## src/rtl/ctdec_pkg.sv

```systemverilog
// ----------------------------------------------------------------------------
// CAN telemetry decoder package
// Shared types, identifiers and widths for the telemetry frame decoder.
// ----------------------------------------------------------------------------
package ctdec_pkg;

  localparam int unsigned InDataW  = 136;
  localparam int unsigned OutDataW = 192;
  localparam int unsigned CfgDataW = 12;

  localparam logic [28:0] IdBms   = 29'h155;
  localparam logic [28:0] IdMotor = 29'h196;
  localparam logic [28:0] IdCells = 29'h554;
  localparam logic [28:0] IdPack  = 29'h55F;
  localparam logic [28:0] IdSpeed = 29'h599;
  localparam logic [28:0] IdCtrl  = 29'h59E;

  localparam logic [3:0]  FullDlc     = 4'd8;
  localparam logic [7:0]  BmsOkCode   = 8'h54;
  localparam logic [15:0] SpeedInvalid = 16'hFFFF;
  localparam logic [11:0] CurrRawMask = 12'hFFF;
  localparam logic signed [12:0] CurrOffset = 13'sd2000;
  localparam logic signed [8:0]  TempOffset = 9'sd40;
  localparam logic signed [11:0] CellOffset = 12'sd280;

  localparam logic [CfgDataW-1:0] VoltMinReset = 12'd400;
  localparam logic [CfgDataW-1:0] VoltMaxReset = 12'd700;

  typedef enum logic {
    CfgVoltMin = 1'b0,
    CfgVoltMax = 1'b1
  } cfg_index_e;

  // known mask bit positions
  localparam int unsigned KVolt  = 0;
  localparam int unsigned KCurr  = 1;
  localparam int unsigned KPower = 2;
  localparam int unsigned KSoc   = 3;
  localparam int unsigned KSpeed = 4;
  localparam int unsigned KMotor = 5;
  localparam int unsigned KCtrl  = 6;
  localparam int unsigned KCell  = 7;

  typedef struct packed {
    logic              is_extended;
    logic [28:0]       frame_id;
    logic [3:0]        data_length;
    logic [7:0][7:0]   payload;     // payload[k] is byte k
    logic [31:0]       now_ms;
  } frame_t;

  typedef struct packed {
    logic [12:0]        volt;
    logic signed [12:0] curr;
    logic [15:0]        soc;
    logic [15:0]        speed;
    logic signed [8:0]  drive_temp;
    logic signed [8:0]  inverter_temp;
    logic signed [11:0] cell_sum;
    logic               bms_ok;
    logic [7:0]         known;
    logic [31:0]        frame_count;
    logic [31:0]        last_time;
  } snap_t;

  typedef struct packed {
    logic [CfgDataW-1:0] volt_min;
    logic [CfgDataW-1:0] volt_max;
  } cfg_t;

endpackage

```

## src/rtl/can_telemetry_frame_decoder_top.sv

```systemverilog
// ----------------------------------------------------------------------------
// CAN telemetry frame decoder
// Decodes standard CAN frames into a vehicle telemetry snapshot.
// ----------------------------------------------------------------------------
// Each accepted frame beat yields one result beat with the whole snapshot.
// A frame passes an input register, then the decode logic and the
// voltage-times-current multiply into the result register. A new frame
// can be taken every cycle while the result side is not stalled; the
// snapshot register closes the loop from one frame to the next.
// Back-pressure on the result side stalls both registers.
// Configuration writes are always taken and should
// be issued only while no frame is in flight.
module can_telemetry_frame_decoder_top import ctdec_pkg::*; (
  input  logic                clk_i,
  input  logic                rst_ni,
  input  logic                s_axis_tvalid,
  output logic                s_axis_tready,
  // frame_id[28:0], data_length[32:29], byte0..byte7[96:33], now_ms[128:97]
  input  logic [InDataW-1:0]  s_axis_tdata,
  // is_extended[0]
  input  logic                s_axis_tuser,
  output logic                m_axis_tvalid,
  input  logic                m_axis_tready,
  // pack_voltage[12:0], battery_current[25:13], battery_power[51:26],
  // charge_state[67:52], vehicle_speed[83:68], drive_temp[92:84],
  // inverter_temp[101:93], cell_temp_sum[113:102], bms_ok[114],
  // known_mask[122:115], frame_total[154:123], last_seen_ms[186:155]
  output logic [OutDataW-1:0] m_axis_tdata,
  input  logic                cfg_valid_i,
  output logic                cfg_ready_o,
  input  logic                cfg_index_i,
  input  logic [CfgDataW-1:0] cfg_data_i
);

  cfg_t   cfg;
  frame_t frame_q, frame_d;
  logic   in_valid_q, in_valid_d;
  snap_t  snap_q, snap_d;
  logic   advance, s_fire, process;

  ctdec_cfg_regs u_cfg (
    .clk_i       (clk_i),
    .rst_ni      (rst_ni),
    .cfg_valid_i (cfg_valid_i),
    .cfg_ready_o (cfg_ready_o),
    .cfg_index_i (cfg_index_i),
    .cfg_data_i  (cfg_data_i),
    .cfg_o       (cfg)
  );

  assign advance       = !m_axis_tvalid || m_axis_tready;
  assign s_axis_tready = !in_valid_q || advance;
  assign s_fire        = s_axis_tvalid && s_axis_tready;
  assign process       = in_valid_q && advance;

  always_comb begin
    frame_d.is_extended = s_axis_tuser;
    frame_d.frame_id    = s_axis_tdata[28:0];
    frame_d.data_length = s_axis_tdata[32:29];
    frame_d.payload     = s_axis_tdata[96:33];
    frame_d.now_ms      = s_axis_tdata[128:97];
    if (s_fire) begin
      in_valid_d = 1'b1;
    end else if (advance) begin
      in_valid_d = 1'b0;
    end else begin
      in_valid_d = in_valid_q;
    end
  end

  // byte k sits at s_axis_tdata[40+8k:33+8k], matching payload[k]
  ctdec_frame_decode u_decode (
    .frame_i (frame_q),
    .snap_i  (snap_q),
    .cfg_i   (cfg),
    .snap_o  (snap_d)
  );

  always_ff @(posedge clk_i or negedge rst_ni) begin
    if (!rst_ni) begin
      in_valid_q <= 1'b0;
      snap_q     <= '0;
    end else begin
      in_valid_q <= in_valid_d;
      if (process) begin
        snap_q <= snap_d;
      end
    end
  end

  always_ff @(posedge clk_i) begin
    if (s_fire) begin
      frame_q <= frame_d;
    end
  end

  ctdec_out_stage u_out (
    .clk_i         (clk_i),
    .rst_ni        (rst_ni),
    .load_i        (process),
    .snap_i        (snap_d),
    .m_axis_tready (m_axis_tready),
    .m_axis_tvalid (m_axis_tvalid),
    .m_axis_tdata  (m_axis_tdata)
  );

endmodule

```

## src/rtl/ctdec_cfg_regs.sv

```systemverilog
// ----------------------------------------------------------------------------
// Configuration registers
// Holds the plausibility window for the pack voltage readings.
// ----------------------------------------------------------------------------
module ctdec_cfg_regs import ctdec_pkg::*; (
  input  logic                clk_i,
  input  logic                rst_ni,
  input  logic                cfg_valid_i,
  output logic                cfg_ready_o,
  input  logic                cfg_index_i,
  input  logic [CfgDataW-1:0] cfg_data_i,
  output cfg_t                cfg_o
);

  cfg_t cfg_q, cfg_d;

  assign cfg_ready_o = 1'b1;

  always_comb begin
    cfg_d = cfg_q;
    if (cfg_valid_i) begin
      case (cfg_index_e'(cfg_index_i))
        CfgVoltMin: cfg_d.volt_min = cfg_data_i;
        CfgVoltMax: cfg_d.volt_max = cfg_data_i;
        default:    cfg_d = cfg_q;
      endcase
    end
  end

  always_ff @(posedge clk_i or negedge rst_ni) begin
    if (!rst_ni) begin
      cfg_q.volt_min <= VoltMinReset;
      cfg_q.volt_max <= VoltMaxReset;
    end else begin
      cfg_q <= cfg_d;
    end
  end

  assign cfg_o = cfg_q;

endmodule

```

## src/rtl/ctdec_frame_decode.sv

```systemverilog
// ----------------------------------------------------------------------------
// Frame decoder
// Computes the next telemetry snapshot from one frame and the current one.
// ----------------------------------------------------------------------------
module ctdec_frame_decode import ctdec_pkg::*; (
  input  frame_t frame_i,
  input  snap_t  snap_i,
  input  cfg_t   cfg_i,
  output snap_t  snap_o
);

  logic [7:0]  b [8];
  logic        full;
  logic [11:0] curr_raw;
  logic [10:0] byte_sum;
  logic [11:0] v1, v2;
  logic        p1, p2;
  logic [15:0] speed_raw;

  always_comb begin
    for (int k = 0; k < 8; k++) begin
      b[k] = frame_i.payload[k];
    end
  end

  assign full      = (frame_i.data_length == FullDlc);
  assign curr_raw  = {b[1][3:0], b[2]} & CurrRawMask;
  assign byte_sum  = 11'(b[0]) + 11'(b[1]) + 11'(b[2]) + 11'(b[3])
                   + 11'(b[4]) + 11'(b[5]) + 11'(b[6]);
  assign v1        = {b[5], b[6][7:4]};
  assign v2        = {b[6][3:0], b[7]};
  assign p1        = (v1 >= cfg_i.volt_min) && (v1 <= cfg_i.volt_max);
  assign p2        = (v2 >= cfg_i.volt_min) && (v2 <= cfg_i.volt_max);
  assign speed_raw = {b[6], b[7]};

  always_comb begin
    snap_o = snap_i;
    if (!frame_i.is_extended) begin
      snap_o.last_time   = frame_i.now_ms;
      snap_o.frame_count = snap_i.frame_count + 32'd1;
      if (full) begin
        case (frame_i.frame_id)
          IdBms: begin
            snap_o.curr   = CurrOffset - $signed({1'b0, curr_raw});
            snap_o.bms_ok = (b[3] == BmsOkCode);
            snap_o.soc    = {b[4], b[5]};
            snap_o.known[KCurr] = 1'b1;
            snap_o.known[KSoc]  = 1'b1;
          end
          IdMotor: begin
            snap_o.drive_temp   = $signed({1'b0, b[5]}) - TempOffset;
            snap_o.known[KMotor] = 1'b1;
          end
          IdCells: begin
            snap_o.cell_sum     = $signed({1'b0, byte_sum}) - CellOffset;
            snap_o.known[KCell] = 1'b1;
          end
          IdPack: begin
            if (p1 && p2) begin
              snap_o.volt = 13'(v1) + 13'(v2);
              snap_o.known[KVolt] = 1'b1;
            end else if (p1) begin
              snap_o.volt = {v1, 1'b0};
              snap_o.known[KVolt] = 1'b1;
            end else if (p2) begin
              snap_o.volt = {v2, 1'b0};
              snap_o.known[KVolt] = 1'b1;
            end
          end
          IdSpeed: begin
            if (speed_raw != SpeedInvalid) begin
              snap_o.speed = speed_raw;
              snap_o.known[KSpeed] = 1'b1;
            end
          end
          IdCtrl: begin
            snap_o.inverter_temp = $signed({1'b0, b[5]}) - TempOffset;
            snap_o.known[KCtrl]  = 1'b1;
          end
          default: snap_o.known = snap_o.known;
        endcase
      end
      snap_o.known[KPower] = snap_o.known[KVolt] & snap_o.known[KCurr];
    end
  end

endmodule

```

## src/rtl/ctdec_out_stage.sv

```systemverilog
// ----------------------------------------------------------------------------
// Result stage
// Multiplies voltage by current and registers the packed result beat.
// ----------------------------------------------------------------------------
module ctdec_out_stage import ctdec_pkg::*; (
  input  logic                clk_i,
  input  logic                rst_ni,
  input  logic                load_i,
  input  snap_t               snap_i,
  input  logic                m_axis_tready,
  output logic                m_axis_tvalid,
  output logic [OutDataW-1:0] m_axis_tdata
);

  logic                  valid_q, valid_d;
  logic [OutDataW-1:0]   data_q, data_d;
  logic signed [26:0]    product;
  logic signed [25:0]    power;

  assign product = $signed({1'b0, snap_i.volt}) * snap_i.curr;
  assign power   = snap_i.known[KPower] ? product[25:0] : 26'sd0;

  always_comb begin
    data_d = {5'd0,
              snap_i.last_time,
              snap_i.frame_count,
              snap_i.known,
              snap_i.bms_ok,
              snap_i.cell_sum,
              snap_i.inverter_temp,
              snap_i.drive_temp,
              snap_i.speed,
              snap_i.soc,
              power,
              snap_i.curr,
              snap_i.volt};
    if (load_i) begin
      valid_d = 1'b1;
    end else if (m_axis_tready) begin
      valid_d = 1'b0;
    end else begin
      valid_d = valid_q;
    end
  end

  always_ff @(posedge clk_i or negedge rst_ni) begin
    if (!rst_ni) begin
      valid_q <= 1'b0;
    end else begin
      valid_q <= valid_d;
    end
  end

  always_ff @(posedge clk_i) begin
    if (load_i) begin
      data_q <= data_d;
    end
  end

  assign m_axis_tvalid = valid_q;
  assign m_axis_tdata  = data_q;

endmodule

```

## config.mk

```make
export PLATFORM = sky130hd
export DESIGN_NAME = can_telemetry_frame_decoder_top
export DESIGN_NICKNAME = d
export VERILOG_FILES = /design/src/rtl/ctdec_pkg.sv /design/src/rtl/can_telemetry_frame_decoder_top.sv /design/src/rtl/ctdec_cfg_regs.sv /design/src/rtl/ctdec_frame_decode.sv /design/src/rtl/ctdec_out_stage.sv
export SDC_FILE = /design/constraint.sdc
export NUM_CORES = 1
export LEC_CHECK = 0
export BUFFER_PORTS_ARGS = -buffer_cell sky130_fd_sc_hd__buf_2
export CAP_MARGIN = 15
export CORE_MARGIN = 4
export CORE_UTILIZATION = 45
export DETAILED_ROUTE_END_ITERATION = 8
export SLEW_MARGIN = 5
export SYNTH_ARGS = -nofsm -noshare
export SYNTH_HDL_FRONTEND = slang
export SYNTH_SLANG_ARGS = --single-unit
```

## constraint.sdc

```tcl
create_clock -name clk_i -period 21.4 [get_ports clk_i]
set_input_delay 1.07 -clock clk_i [delete_from_list [all_inputs] [get_ports clk_i]]
set_output_delay 1.07 -clock clk_i [all_outputs]
set_load 0.02 [all_outputs]
```

Word-level counts from Yosys, hierarchy flattened
Cells that the tools add are included.

Register bits after elaboration: 504. Logic and storage cells: 98. Output and inout bits: 195. Bits of input ports: 155.

Reductions and logical operators: 13. Bitwise logic cells: 2. Equality and inequality tests: 9. Add/subtract/negate cells: 11. $lt $le $gt $ge: 4. $mul: 1. Muxes and demuxes: 29.

Operators by type and width (count): 97-bit 2-to-1 mux (2); 161-bit 2-to-1 mux (1); 29-bit by 11-bit == test with 1-bit output, second input constant (4); 29-bit by 9-bit == test with 1-bit output, second input constant (2); 11-bit by 8-bit adder with 11-bit output (5); 13-bit 2-to-1 mux (4); 32-bit by 1-bit adder with 32-bit output, second input constant (1); 16-bit 2-to-1 mux (2); 29-bit 2-to-1 mux (1); 14-bit by 13-bit multiplier with 26-bit output (1); 12-bit greater-or-equal comparator (2); 12-bit less-or-equal comparator (2); 9-bit 2-to-1 mux (2); 1-bit 2-to-1 mux (16); 16-bit inequality test, second input constant (1); 12-bit by 12-bit adder with 13-bit output (1); 11-bit by 12-bit subtractor with 13-bit output, first input constant (1); 12-bit 2-to-1 mux (1); 11-bit by 9-bit subtractor with 12-bit output, second input constant (1); 8-bit by 8-bit adder with 9-bit output (1); 8-bit by 6-bit subtractor with 9-bit output, second input constant (1); 8-bit by 7-bit == test with 1-bit output, second input constant (1); 1-bit logical AND (5); 4-bit == test, second input constant (1); 6 further kinds (10).

Longest topological paths before layout
Gate-level depths: netlist of the first run.

Depth in word-level cells: 13. Gate-level depth with buffers: 33. Gate-level depth less buffers: 31.

By module
A second synthesis of the first run with hierarchy kept.

Cells, all modules: 2197. Area, all modules: 28753.8 um^2.

Modules (own cells, without submodules): ctdec_out_stage (area each 11606.1 um^2, instances 1, cells an instance 873); can_telemetry_frame_decoder_top (area each 10286.1 um^2, instances 1, cells an instance 476); ctdec_frame_decode (area each 5885.6 um^2, instances 1, cells an instance 794); ctdec_cfg_regs (area each 975.9 um^2, instances 1, cells an instance 54).

Least setup slack after synthesis of the first run
OpenSTA, ideal clock, no wires.

Path kind: reg-to-reg. Start point: register u_cfg.cfg_q, in the netlist u_cfg.cfg_o[9]. End point: register u_out.data_q[50], in the netlist u_out.m_axis_tdata[50], data pin. Buffers on the path: 1. Arrival time: 8.037 ns. Setup time: 0.275 ns. Path slack: 13.088 ns. Stages on the path, launching flop included: 31. Path through: dfstp_2 inv_1 ha_1 and3_4 a221o_1 o21a_1 or4b_4 a21oi_4 mux2_2 o211ai_1 buf_2 nor2_1 fa_1 inv_1 fa_1 inv_1 fa_1 fa_1 fa_1 inv_1 fa_1 inv_1 ha_1 a21oi_1 o21ai_0 a41oi_1 o21bai_1 a21oi_1 o31ai_1 a2111oi_0 nor4_2.

Cells in the longest elaborated chain, start to end: 10. Elaborated cells on any way between the ends: 18. Classes of those cells: 1 x mul; 2 x order compare; 11 x mux; 1 x bitwise; 3 x reduce/logical.

RTL lines: start, declared (line ctdec_cfg_regs.sv:15) `cfg_t cfg_q, cfg_d;`; start signal, assigned (line ctdec_cfg_regs.sv:35) `cfg_q <= cfg_d;`; 12-bit less-or-equal comparator (line ctdec_frame_decode.sv:33) `assign p2 = (v2 >= cfg_i.volt_min) && (v2 <= cfg_i.volt_max);`; 1-bit logical AND (line ctdec_frame_decode.sv:33); 13-bit 2-to-1 mux or 1-bit 2-to-1 mux (tied branches) (line ctdec_frame_decode.sv:65) `end else if (p2) begin`; 13-bit 2-to-1 mux or 1-bit 2-to-1 mux (tied branches) (line ctdec_frame_decode.sv:62) `end else if (p1) begin`; 13-bit 2-to-1 mux or 1-bit 2-to-1 mux (tied branches) (line ctdec_frame_decode.sv:59) `if (p1 && p2) begin`; 13-bit 2-to-1 mux or 1-bit 2-to-1 mux (tied branches) (line ctdec_frame_decode.sv:42) `case (frame_i.frame_id)`; 97-bit 2-to-1 mux (*) (line ctdec_frame_decode.sv:41) `if (full) begin`; 97-bit 2-to-1 mux (*) (line ctdec_frame_decode.sv:38) `if (!frame_i.is_extended) begin`; 161-bit 2-to-1 mux (*) (line ctdec_frame_decode.sv:38); 14-bit by 13-bit multiplier with 26-bit output or 161-bit 2-to-1 mux (tied branches) (line ctdec_out_stage.sv:20, ctdec_frame_decode.sv:38); end signal, assigned (line ctdec_out_stage.sv:56) `data_q <= data_d;`; end, declared (line ctdec_out_stage.sv:16) `logic [OutDataW-1:0] data_q, data_d;`.

Mark *: on every way between the ends. The rest lies on a longest branch, timed or not. The select of a mux whose other input is x is not followed. A chain may end at the register's enable or synchronous reset.

Worst setup path after layout of the first run
Start point: register frame_q[80] (netlist bit). End point: register u_out.data_q[50], in the netlist u_out.m_axis_tdata[50], data pin.

Cells in the longest elaborated chain, start to end: 10. Elaborated cells on any way between the ends: 18. Classes of those cells: 1 x add/sub; 1 x mul; 2 x order compare; 11 x mux; 1 x bitwise; 2 x reduce/logical.

RTL lines: start, declared (line can_telemetry_frame_decoder_top.sv:36) `frame_t frame_q, frame_d;`; start signal, assigned (line can_telemetry_frame_decoder_top.sv:93) `frame_q <= frame_d;`; 12-bit greater-or-equal comparator or 12-bit less-or-equal comparator (tied branches) (line ctdec_frame_decode.sv:33); 1-bit logical AND (line ctdec_frame_decode.sv:33); 13-bit 2-to-1 mux or 1-bit 2-to-1 mux (tied branches) (line ctdec_frame_decode.sv:65); 13-bit 2-to-1 mux or 1-bit 2-to-1 mux (tied branches) (line ctdec_frame_decode.sv:62); 13-bit 2-to-1 mux or 1-bit 2-to-1 mux (tied branches) (line ctdec_frame_decode.sv:59); 13-bit 2-to-1 mux or 1-bit 2-to-1 mux (tied branches) (line ctdec_frame_decode.sv:42); 97-bit 2-to-1 mux (*) (line ctdec_frame_decode.sv:41); 97-bit 2-to-1 mux (*) (line ctdec_frame_decode.sv:38); 161-bit 2-to-1 mux (*) (line ctdec_frame_decode.sv:38); 14-bit by 13-bit multiplier with 26-bit output or 161-bit 2-to-1 mux (tied branches) (line ctdec_out_stage.sv:20, ctdec_frame_decode.sv:38).

Marked as above.

==> results.toml, run 1 <==
[sta]
slew_viol_final = 0
fin_skew_ps = 21.5
slew_headroom_pct = 29.0
min_period_ps = 10060
final.setup.tns_ps = 0
finalSetupViolCount = 0
clock.fmax_mhz = 99.4
fin_crit_sh_pct = 47.0
rsz0062_at_grt = "false"
finalHoldViolations = 0
worst_pin_slew_ps = 1040

[detailed_routing]
first_pass_iters = 7
antenna_left = 0
initialDrtViolationCount = 1128
wl_per_cell_um = 20.6
route.detailed.drc = 0
vias_per_cell = 5.32
routed_wl_um = 74200
vias = 19200

[floorplanning]
core_area_um2 = 62200
initial_core_util_pct = 45.8
die_w_um = 260
rows = 91
die-area_um2 = 67400
dieHeight_um = 260
num_io_pins = 350

[global_routing]
grt_max_degree = 109
grt_pass1_vias = 20000
antenna_found_initial = 4
grt_pass1_wl_um = 115000
grt_util_all_layers_pct = 22.1
grt.overflow.total = 0

[power_and_ir_drop]
power_density_nw_per_um2 = 84.0
peakVddDrop_mv = 0.114
p_leak_nw = 15.0
power.total_w = 0.00277

[yosys]
async_reset_ff_share_pct = 37.1
ys_warn_count = 0
syn_inst = 2366
yosysTopAreaCell = "edfxtp_1"
syn_area_per_cell_um2 = 12.0
synth_flop_cell = "edfxtp_1"
ys_top_cells_by_area = "edfxtp_1 33%, dfrtp_1 16%, fa_1 11%"
synth_edf_count = 317
synth_area_um2 = 28500
netlist.area_leader.share_pct = 33.4
seq_area_frac_synth_pct = 49.9
synth-seq-cells = 504
ys_types = 82

[cts]
cts_root_buffer = "clkbuf_16"
hold_buffers = 0
clk_latency_ps = 610
cts.sinks = 504
htreeDepth = 2
cts_setup_buffers = 0
cts_buffer_depth = 3
path_clk_slew_ps = 60
numCtsBuffers = 54
post_cts_resized = 0
cts_tree = "yes"

[place]
dpl.hpwl_um = 54400
routabilityCongestion = 0.897
port_buffers = 336

[layout]
drive_gt1_share_pct = 23.2
final_nets = 3202
final_util_pct = 53.1
area_growth_pct = 15.8

[critical_path]
path_class = "reg -> reg"
worstPathArrival_ps = 10390
r2r_cells = 28
crit_slowest_cell = "edfxtp_1"
reg2reg_slack_ps = 11340
cp-end-kind = "flop"
worstPathRequired_ps = 21730
r2r-start = "frame_q[80]$_DFFE_PP_"
rr_endpoint = "u_out.m_axis_tdata[50]$_SDFFCE_PN0P_"
cpPeakStageDelay_ps = 750
start_kind = "flop"
cp_common_cell = "fa_1"
crit_fanout = 14

[hold_path]
min_path_type = "in -> async"

[run]
max-cap-violations = 0

[run_status]
run_status = "completed"
==> routing by layer <==
metal | GRT usage, % | vias up | wire [um] | share of wire [%]
met5 | 0 | - | 0 | 0
li1 | - | 8838 | - | -
met3 | 3.02 | 149 | 3620 | 4.9
met2 | 37.2 | 566 | 36300 | 49
met4 | 7.76 | 0 | 2580 | 3.5
met1 | 29.5 | 9615 | 31700 | 43
==> layout make-up <==
cell class / instances / area (um^2)
Multi-Input combinational cell: 1533 / 13000
Clock inverter: 25 / 233
Antenna cell: 4 / 10.0
Clock buffer: 75 / 1610
Timing Repair Buffer: 370 / 1950
Sequential cell: 504 / 14200
Fill cell: 5527 / 29100
Inverter: 255 / 965
Tap cell: 837 / 1050
==> kinds of logic after synthesis <==
family | Yosys count | share of synthesized area [%]
simple gates | 609 | 10.4
flops | 504 | 49.9
buf+inv | 333 | 4.62
fa+ha+maj | 329 | 18.5
compound gates | 319 | 6.98
mux | 147 | 5.77
xor+xnor | 123 | 3.78
other cells | 2 | 0.0263
==> stage by stage <==
step	instances	setup WS [ps]	cell area, um^2	hold WS (ps)
after floorplan	2370	13090	28500	425
after CTS	3597	11080	33000	419
after global routing	3603	10870	33000	433
after detailed placement	3497	11100	31200	444
after global placement	3496	11350	31100	441
final	3603	11340	33000	422
==> sequential cells by signal (all words and copies together), names as in the netlist <==
signal / flops
u_out.m_axis_tdata: 187
snap_q: 161
frame_q: 130
u_cfg.cfg_o: 24
in_valid_q: 1
u_out.m_axis_tvalid: 1
==> synthesized netlist by cell type, types with 29 or more instances <==
cell type  instances
ha_1             174
nand3_1           45
xnor2_1           78
fa_1             155
dfrtp_1          178
a21oi_1           75
nor2_1           119
xor2_1            45
clkbuf_1          45
nand2_1          224
nand2b_1          59
and2_1            29
mux2_2           138
inv_1            254
edfxtp_1         317
o21ai_0          121
==> worst max-delay path: cells and delay by family (launching register included) <==
| kind | cells | cell delay, ps |
|---|---|---|
| simple gates | 4 | 990 |
| buf+inv | 4 | 430 |
| mux | 1 | 430 |
| fa+ha+maj | 8 | 3790 |
| flops | 1 | 750 |
| compound gates | 11 | 3370 |
==> how the worst max path moves through the flow <==
stage	start	end	slack (ps)	cells after the start
3_3_place_gp	frame_q[80]$_DFFE_PP_	u_out.m_axis_tdata[50]$_SDFFCE_PN0P_	11350	27
3_5_place_dp	frame_q[80]$_DFFE_PP_	u_out.m_axis_tdata[50]$_SDFFCE_PN0P_	11100	27
4_1_cts	frame_q[80]$_DFFE_PP_	u_out.m_axis_tdata[50]$_SDFFCE_PN0P_	11080	27
5_1_grt	frame_q[80]$_DFFE_PP_	u_out.m_axis_tdata[50]$_SDFFCE_PN0P_	10870	28
2_1_floorplan	u_cfg.cfg_o[9]$_DFFE_PN1P_	u_out.m_axis_tdata[50]$_SDFFCE_PN0P_	13090	30
6_report	frame_q[80]$_DFFE_PP_	u_out.m_axis_tdata[50]$_SDFFCE_PN0P_	11340	28
==> cells in the final DEF (no fill, tap or decap), types with 10 or more instances in the layout <==
cell and instances:
a21o_1 14, nor2_1 119, a21oi_1 75, nand2b_1 59, ha_1 174, o22ai_1 11
xor2_1 45, mux2_2 138, buf_2 335, xnor2_1 78, o21bai_1 11, o211ai_1 11
inv_1 253, clkinv_2 13, nor3_1 17, nand2_1 224, clkbuf_16 58, and2_1 28
edfxtp_1 317, nand4_1 18, o21ai_0 120, buf_4 34, clkbuf_8 10, fa_1 155
nor2b_1 13, and3_1 15, nand3_1 44, or3_1 13, dfrtp_1 178
==> power by group <==
part           switching (W)  leakage (nW)  internal (W)  total (W)
logic               0.000395          8.56      0.000253   0.000648
clock network       0.000390         0.909      0.000561   0.000951
registers          0.0000450          5.57       0.00113    0.00117
total               0.000831          15.0       0.00194    0.00277
(Power assumes the default switching activity.)
==> inputs of run 2 (changes only) <==
--- a/config.mk
+++ b/config.mk
@@ -5,6 +5,7 @@
 export SDC_FILE = /design/constraint.sdc
 export NUM_CORES = 1
 export LEC_CHECK = 0
+export ABC_AREA = 1
 export BUFFER_PORTS_ARGS = -buffer_cell sky130_fd_sc_hd__buf_2
 export CAP_MARGIN = 15
 export CORE_MARGIN = 4
==> constraint.sdc (replaced) <==
create_clock -name clk_i -period 9.8 [get_ports clk_i]
set_input_delay 0.49 -clock clk_i [delete_from_list [all_inputs] [get_ports clk_i]]
set_output_delay 0.49 -clock clk_i [all_outputs]
set_load 0.02 [all_outputs]
==> run 2 against run 1 <==
  * Sequential power up 130%
  * Total power up 140%
  * First-iteration DRC count up 27%
  * Register-to-register slack lost 9800 ps
  * Via count increased by 11%
  * Fmax rose by 22%
  * Synthesized cell count up 25%
  * Wire length grew 3.1%
  * Cell count increased by 16%
  * Non-clock buffer count down 20
  * Clock skew grew 12 ps
  * Critical endpoint is now u_out.m_axis_tdata[41]$_SDFFCE_PN0P_
==> results.toml, run 2 <==
[power_and_ir_drop]
peakVddDrop_mv = 0.267
p_leak_nw = 15.7
power_density_nw_per_um2 = 199

[floorplanning]
core_area_um2 = 64300
die-area_um2 = 69000
num_io_pins = 350
rows = 93
initial_core_util_pct = 45.4
die_w_um = 263
dieHeight_um = 263

[global_routing]
grt_pass1_vias = 21900
grt_max_degree = 120
antenna_found_initial = 6
grt.overflow.total = 0
grt_util_all_layers_pct = 22.2
grt_pass1_wl_um = 121000

[sta]
slew_headroom_pct = 29.8
fin_crit_sh_pct = 84.5
setup_slack_ps = 1520
min_period_ps = 8280
fin_skew_ps = 33.4
rsz0062_at_grt = "false"
slew_viol_final = 0
worst_pin_slew_ps = 1050
finalHoldViolations = 0
finalSetupViolCount = 0
final.setup.tns_ps = 0
clock.fmax_mhz = 121

[detailed_routing]
vias = 21200
routed_wl_um = 76600
initialDrtViolationCount = 1429
wl_per_cell_um = 18.3
route.detailed.drc = 0
first_pass_iters = 5
antenna_left = 0
vias_per_cell = 5.07

[place]
dpl_cell_area_um2 = 31600
post-place-ws_ps = 1570
port_buffers = 336
routabilityCongestion = 0.932
dpl.hpwl_um = 57200
dp.cells = 4081

[cts]
cts.sinks = 504
cts_setup_buffers = 0
cts_tree = "yes"
htreeDepth = 2
path_clk_slew_ps = 60
post_cts_resized = 0
hold_buffers = 3
cts_buffer_depth = 3
cts_root_buffer = "clkbuf_16"
numCtsBuffers = 53
clk_latency_ps = 630

[yosys]
synth_edf_count = 317
ys_types = 55
async_reset_ff_share_pct = 37.1
synth_flop_cell = "edfxtp_1"
syn_area_per_cell_um2 = 9.87
ys_top_cells_by_area = "edfxtp_1 33%, dfrtp_1 15%, fa_1 11%"
seq_area_frac_synth_pct = 48.7
ys_warn_count = 0
yosysTopAreaCell = "edfxtp_1"
netlist.area_leader.share_pct = 32.6
synth-seq-cells = 504
synth_most_common_cell = "nand2_1"
synth_area_um2 = 29200
syn_inst = 2957
synthTopCellsByCount = "690 x nand2_1, 472 x inv_1, 317 x edfxtp_1"

[critical_path]
crit_slowest_cell = "edfxtp_1"
path_class = "reg -> reg"
crit_fanout = 16
cpPeakStageDelay_ps = 700
worstPathRequired_ps = 10140
start_kind = "flop"
worstPathArrival_ps = 8620
cp_common_cell = "inv_1"
cp-end-kind = "flop"

[layout]
area_growth_pct = 14.8
largest_register_ffs = 187
mostFrequentLayoutCells = "689 x nand2_1, 470 x inv_1, 335 x buf_2"
fin_cells = 4185
final_common_cell = "nand2_1"
final_nets = 3768
design_area_um2 = 33500
drive_gt1_share_pct = 16.2

[run_status]
run_status = "completed"

[hold_path]
min_path_type = "in -> reg"

[run]
max-cap-violations = 0
==> run 2: cell count changes in the layout (fill, tap and decap cells not counted), sizes merged, moves of 14 or more <==
cell,change
buf,-23
xnor2,-56
nand2,+490
nand2b,-59
inv,+237
nand3,+43
o21ai,+172
mux2,-138
nor2,+46
xor2,+15
a21oi,+21
or3,-14
and2,-32
and3,-15
==> run 2: layout make-up <==
class	count	area, um^2
Antenna cell	1	2.50
Fill cell	5875	30900
Tap cell	855	1070
Inverter	491	1860
Sequential cell	504	14200
Clock buffer	68	1520
Clock inverter	32	334
Timing Repair Buffer	350	1800
Multi-Input combinational cell	1884	12700
==> run 2: metal layers <==
layer  vias to the layer above  wire length [um]  global-route usage, %
met5                         -                57                      0
met4                        10              2280                   6.68
met3                       160              6070                   5.40
met2                       681             34900                   35.5
met1                     10200             33300                   30.4
li1                      10200                 -                      -
==> run 2: cell families (layout without fill, tap and decap cells) <==
family | Yosys count | in the layout | synth area share, %
and+or+nand+nor | 1044 | 1044 | 15.1
buffers and inverters | 573 | 941 | 7.86
DFF | 504 | 504 | 48.7
AOI/OAI and AO/OA | 423 | 423 | 7.81
adders and majority gates | 329 | 329 | 18.1
xor gates and xnor gates | 82 | 82 | 2.46
other | 2 | 7 | 0.0257
==> run 2: per-stage QoR <==
step / utilization [%] / hold WS, ps / power (W)
2_1_floorplan: - / 194 / 0.00407
3_3_place_gp: 49.1 / 434 / 0.00456
3_5_place_dp: 49.1 / 439 / 0.00459
4_1_cts: 52.1 / 1.21 / 0.00673
5_1_grt: 52.1 / 6.38 / 0.00709
6_report: 52.1 / 35.8 / 0.00666
==> run 2: critical path, delay by kind of cell, from the launching register on <==
kind,cells,cell delay (ps)
adders and majority gates,8,3520
and+or+nand+nor,12,1490
AOI/OAI and AO/OA,4,1190
buffers and inverters,7,900
DFF,1,700
xor gates and xnor gates,1,180
==> run 2: report_power, final <==
part           leakage [nW]  internal (W)  switching [W]
Combinational          9.27      0.000620        0.00124
Sequential             5.55       0.00257       0.000138
Clock                 0.890       0.00121       0.000882
Total                  15.7       0.00440        0.00226
==> run 2: path summary, 6_finish.rpt <==
check	start	to	slack [ps]	cells after the start
setup reg to reg	frame_q[75]$_DFFE_PP_	u_out.m_axis_tdata[41]$_SDFFCE_PN0P_	1520	32
max in group asynchronous	rst_ni	snap_q[56]$_DFFE_PN0P_	7260	4
setup / recovery	frame_q[75]$_DFFE_PP_	u_out.m_axis_tdata[41]$_SDFFCE_PN0P_	1520	32
min in group asynchronous	rst_ni	snap_q[13]$_DFFE_PN0P_	460	2
hold reg to reg	snap_q[70]$_DFFE_PN0P_	snap_q[70]$_DFFE_PN0P_	450	2
hold / removal	s_axis_tdata[16]	frame_q[116]$_DFFE_PP_	40	1
==> inputs of run 3 (changes only) <==
==> constraint.sdc (replaced) <==
create_clock -name clk_i -period 8.33 [get_ports clk_i]
set_input_delay 0.4165 -clock clk_i [delete_from_list [all_inputs] [get_ports clk_i]]
set_output_delay 0.4165 -clock clk_i [all_outputs]
set_load 0.02 [all_outputs]
==> run 3 against run 2 <==
  * Fmax grew 6.5%
  * Final area is 4.4% higher
  * Critical path depth down 2
  * Register-to-register slack got worse by 970 ps
==> results.toml, run 3 (synthesis gave the netlist of run 2 again) <==
[critical_path]
r2r_cells = 30
reg2reg_slack_ps = 560
r2r-start = "frame_q[77]$_DFFE_PP_"
cp_common_cell = "fa_1"
critPathLaunch = "frame_q[77]$_DFFE_PP_"
cpPeakStageDelay_ps = 570
path_class = "reg -> reg"
start_kind = "flop"
crit_fanout = 16
worstPathRequired_ps = 8680
crit_end = "u_out.m_axis_tdata[41]$_SDFFCE_PN0P_"
rr_endpoint = "u_out.m_axis_tdata[41]$_SDFFCE_PN0P_"
worstPathArrival_ps = 8120
crit_slowest_cell = "fa_1"
cp-end-kind = "flop"

[detailed_routing]
antenna_left = 0
vias_per_cell = 5.06
wl_per_cell_um = 18.3
initialDrtViolationCount = 1576
first_pass_iters = 5
route.detailed.drc = 0
vias = 22000
routed_wl_um = 79500

[cts]
cts_buffer_depth = 3
htreeDepth = 2
clk_latency_ps = 630
cts.sinks = 504
cts_tree = "yes"
cts_root_buffer = "clkbuf_16"
path_clk_slew_ps = 60
numCtsBuffers = 54

[layout]
drive_gt1_share_pct = 16.1
final_nets = 3918
design_area_um2 = 35000
area_growth_pct = 19.9
largest_register_ffs = 187
mostFrequentLayoutCells = "688 x nand2_1, 470 x inv_1, 335 x buf_2"
final_common_cell = "nand2_1"

[place]
post-place-ws_ps = 453
dpl.hpwl_um = 58000
routabilityCongestion = 0.908
port_buffers = 336
dpl_cell_area_um2 = 31800

[sta]
fin_crit_sh_pct = 93.3
slew_viol_final = 0
final.setup.tns_ps = 0
min_period_ps = 7770
clock.fmax_mhz = 129
finalHoldViolations = 0
worst_pin_slew_ps = 1020
fin_skew_ps = 29.2
finalSetupViolCount = 0
setup_slack_ps = 557
rsz0062_at_grt = "false"
slew_headroom_pct = 32.0

[global_routing]
grt_max_degree = 90
grt_pass1_wl_um = 127000
grt.overflow.total = 0
grt_use_met1_pct = 31.4
grtUsageMet2_pct = 38.0
grt_util_all_layers_pct = 23.0
busiest_layer = "met2"
grt_use_met3_pct = 4.48
antenna_found_initial = 1
grt_pass1_vias = 22800

[power_and_ir_drop]
p_leak_nw = 16.4
power_density_nw_per_um2 = 228
peakVddDrop_mv = 0.279

[floorplanning]
dieHeight_um = 263
initial_core_util_pct = 45.4
num_io_pins = 350
rows = 93
die-area_um2 = 69000
die_w_um = 263
core_area_um2 = 64300

[hold_path]
min_path_type = "in -> reg"

[run_status]
run_status = "completed"

[run]
max-cap-violations = 0
## run 3: cell count changes in the layout (fill, tap and decap cells not counted), moves of 2 or more
cell / change
buf_4: +21
bufinv_16: +3
clkbuf_8: -4
clkinv_1: +3
clkinv_2: +2
clkinv_4: -2
dlygate4sd3_1: +128
## run 3: power by group
| group | switching, W | leakage, nW | total [W] | internal [W] |
|---|---|---|---|---|
| Combinational | 0.00148 | 9.91 | 0.00225 | 0.000771 |
| Sequential | 0.000153 | 5.55 | 0.00317 | 0.00302 |
| Clock | 0.00106 | 0.913 | 0.00254 | 0.00148 |
| Total | 0.00269 | 16.4 | 0.00796 | 0.00527 |
## run 3: final cells by class
| class | instances | area [um^2] |
|---|---|---|
| well taps | 855 | 1070 |
| fillers | 5775 | 29400 |
| inverters | 491 | 1860 |
| diodes | 1 | 2.50 |
| repair buffers | 499 | 3240 |
| flip-flops and latches | 504 | 14200 |
| clock buffers | 63 | 1460 |
| multi-input cells | 1884 | 12700 |
| clock inverters | 39 | 437 |
## run 3: per-stage QoR
stage	cells	util (%)	hold slack (ps)	total power, W
after floorplan	2961	-	121	0.00479
after global placement	4101	49.4	434	0.00536
after detailed placement	4101	49.4	440	0.00540
after CTS	4332	54.3	0.786	0.00802
after global routing	4336	54.4	45.5	0.00845
final	4336	54.4	40.9	0.00796
## run 3: per-layer routing
metal	wire length (um)	vias to the layer above
met5	0	-
met4	2120	0
met3	5260	148
met2	37400	675
met1	34700	10700
li1	-	10500
## run 3: worst min-delay path by stage
stage / from / endpoint / slack [ps] / cells after the start
after floorplan: rst_ni / in_valid_q$_DFFE_PN0P_ / 120 / 0
after detailed placement: snap_q[69]$_DFFE_PN0P_ / snap_q[69]$_DFFE_PN0P_ / 440 / 2
after CTS: s_axis_tdata[36] / frame_q[35]$_DFFE_PP_ / 0.8 / 1
final: cfg_data_i[7] / u_cfg.cfg_o[19]$_DFFE_PN1P_ / 40 / 3
after global routing: cfg_data_i[7] / u_cfg.cfg_o[19]$_DFFE_PN1P_ / 50 / 3
after global placement: snap_q[67]$_DFFE_PN0P_ / snap_q[67]$_DFFE_PN0P_ / 430 / 2
## run 3: worst max-delay path, delay by kind of cell (launching register included)
family                     cells  cell delay [ps]
buffers and inverters          5              440
xor gates and xnor gates       1              310
AOI/OAI and AO/OA              5              810
and+or+nand+nor               11             1560
DFF                            1              530
adders and majority gates      8             3820
## run 3: repair_timing
item,4_1_cts,5_1_grt
hold buffers,129,2
setup buffers,0,1
resized for setup,0,2
setup endpoints to repair,0,3
hold endpoints to repair,200,2
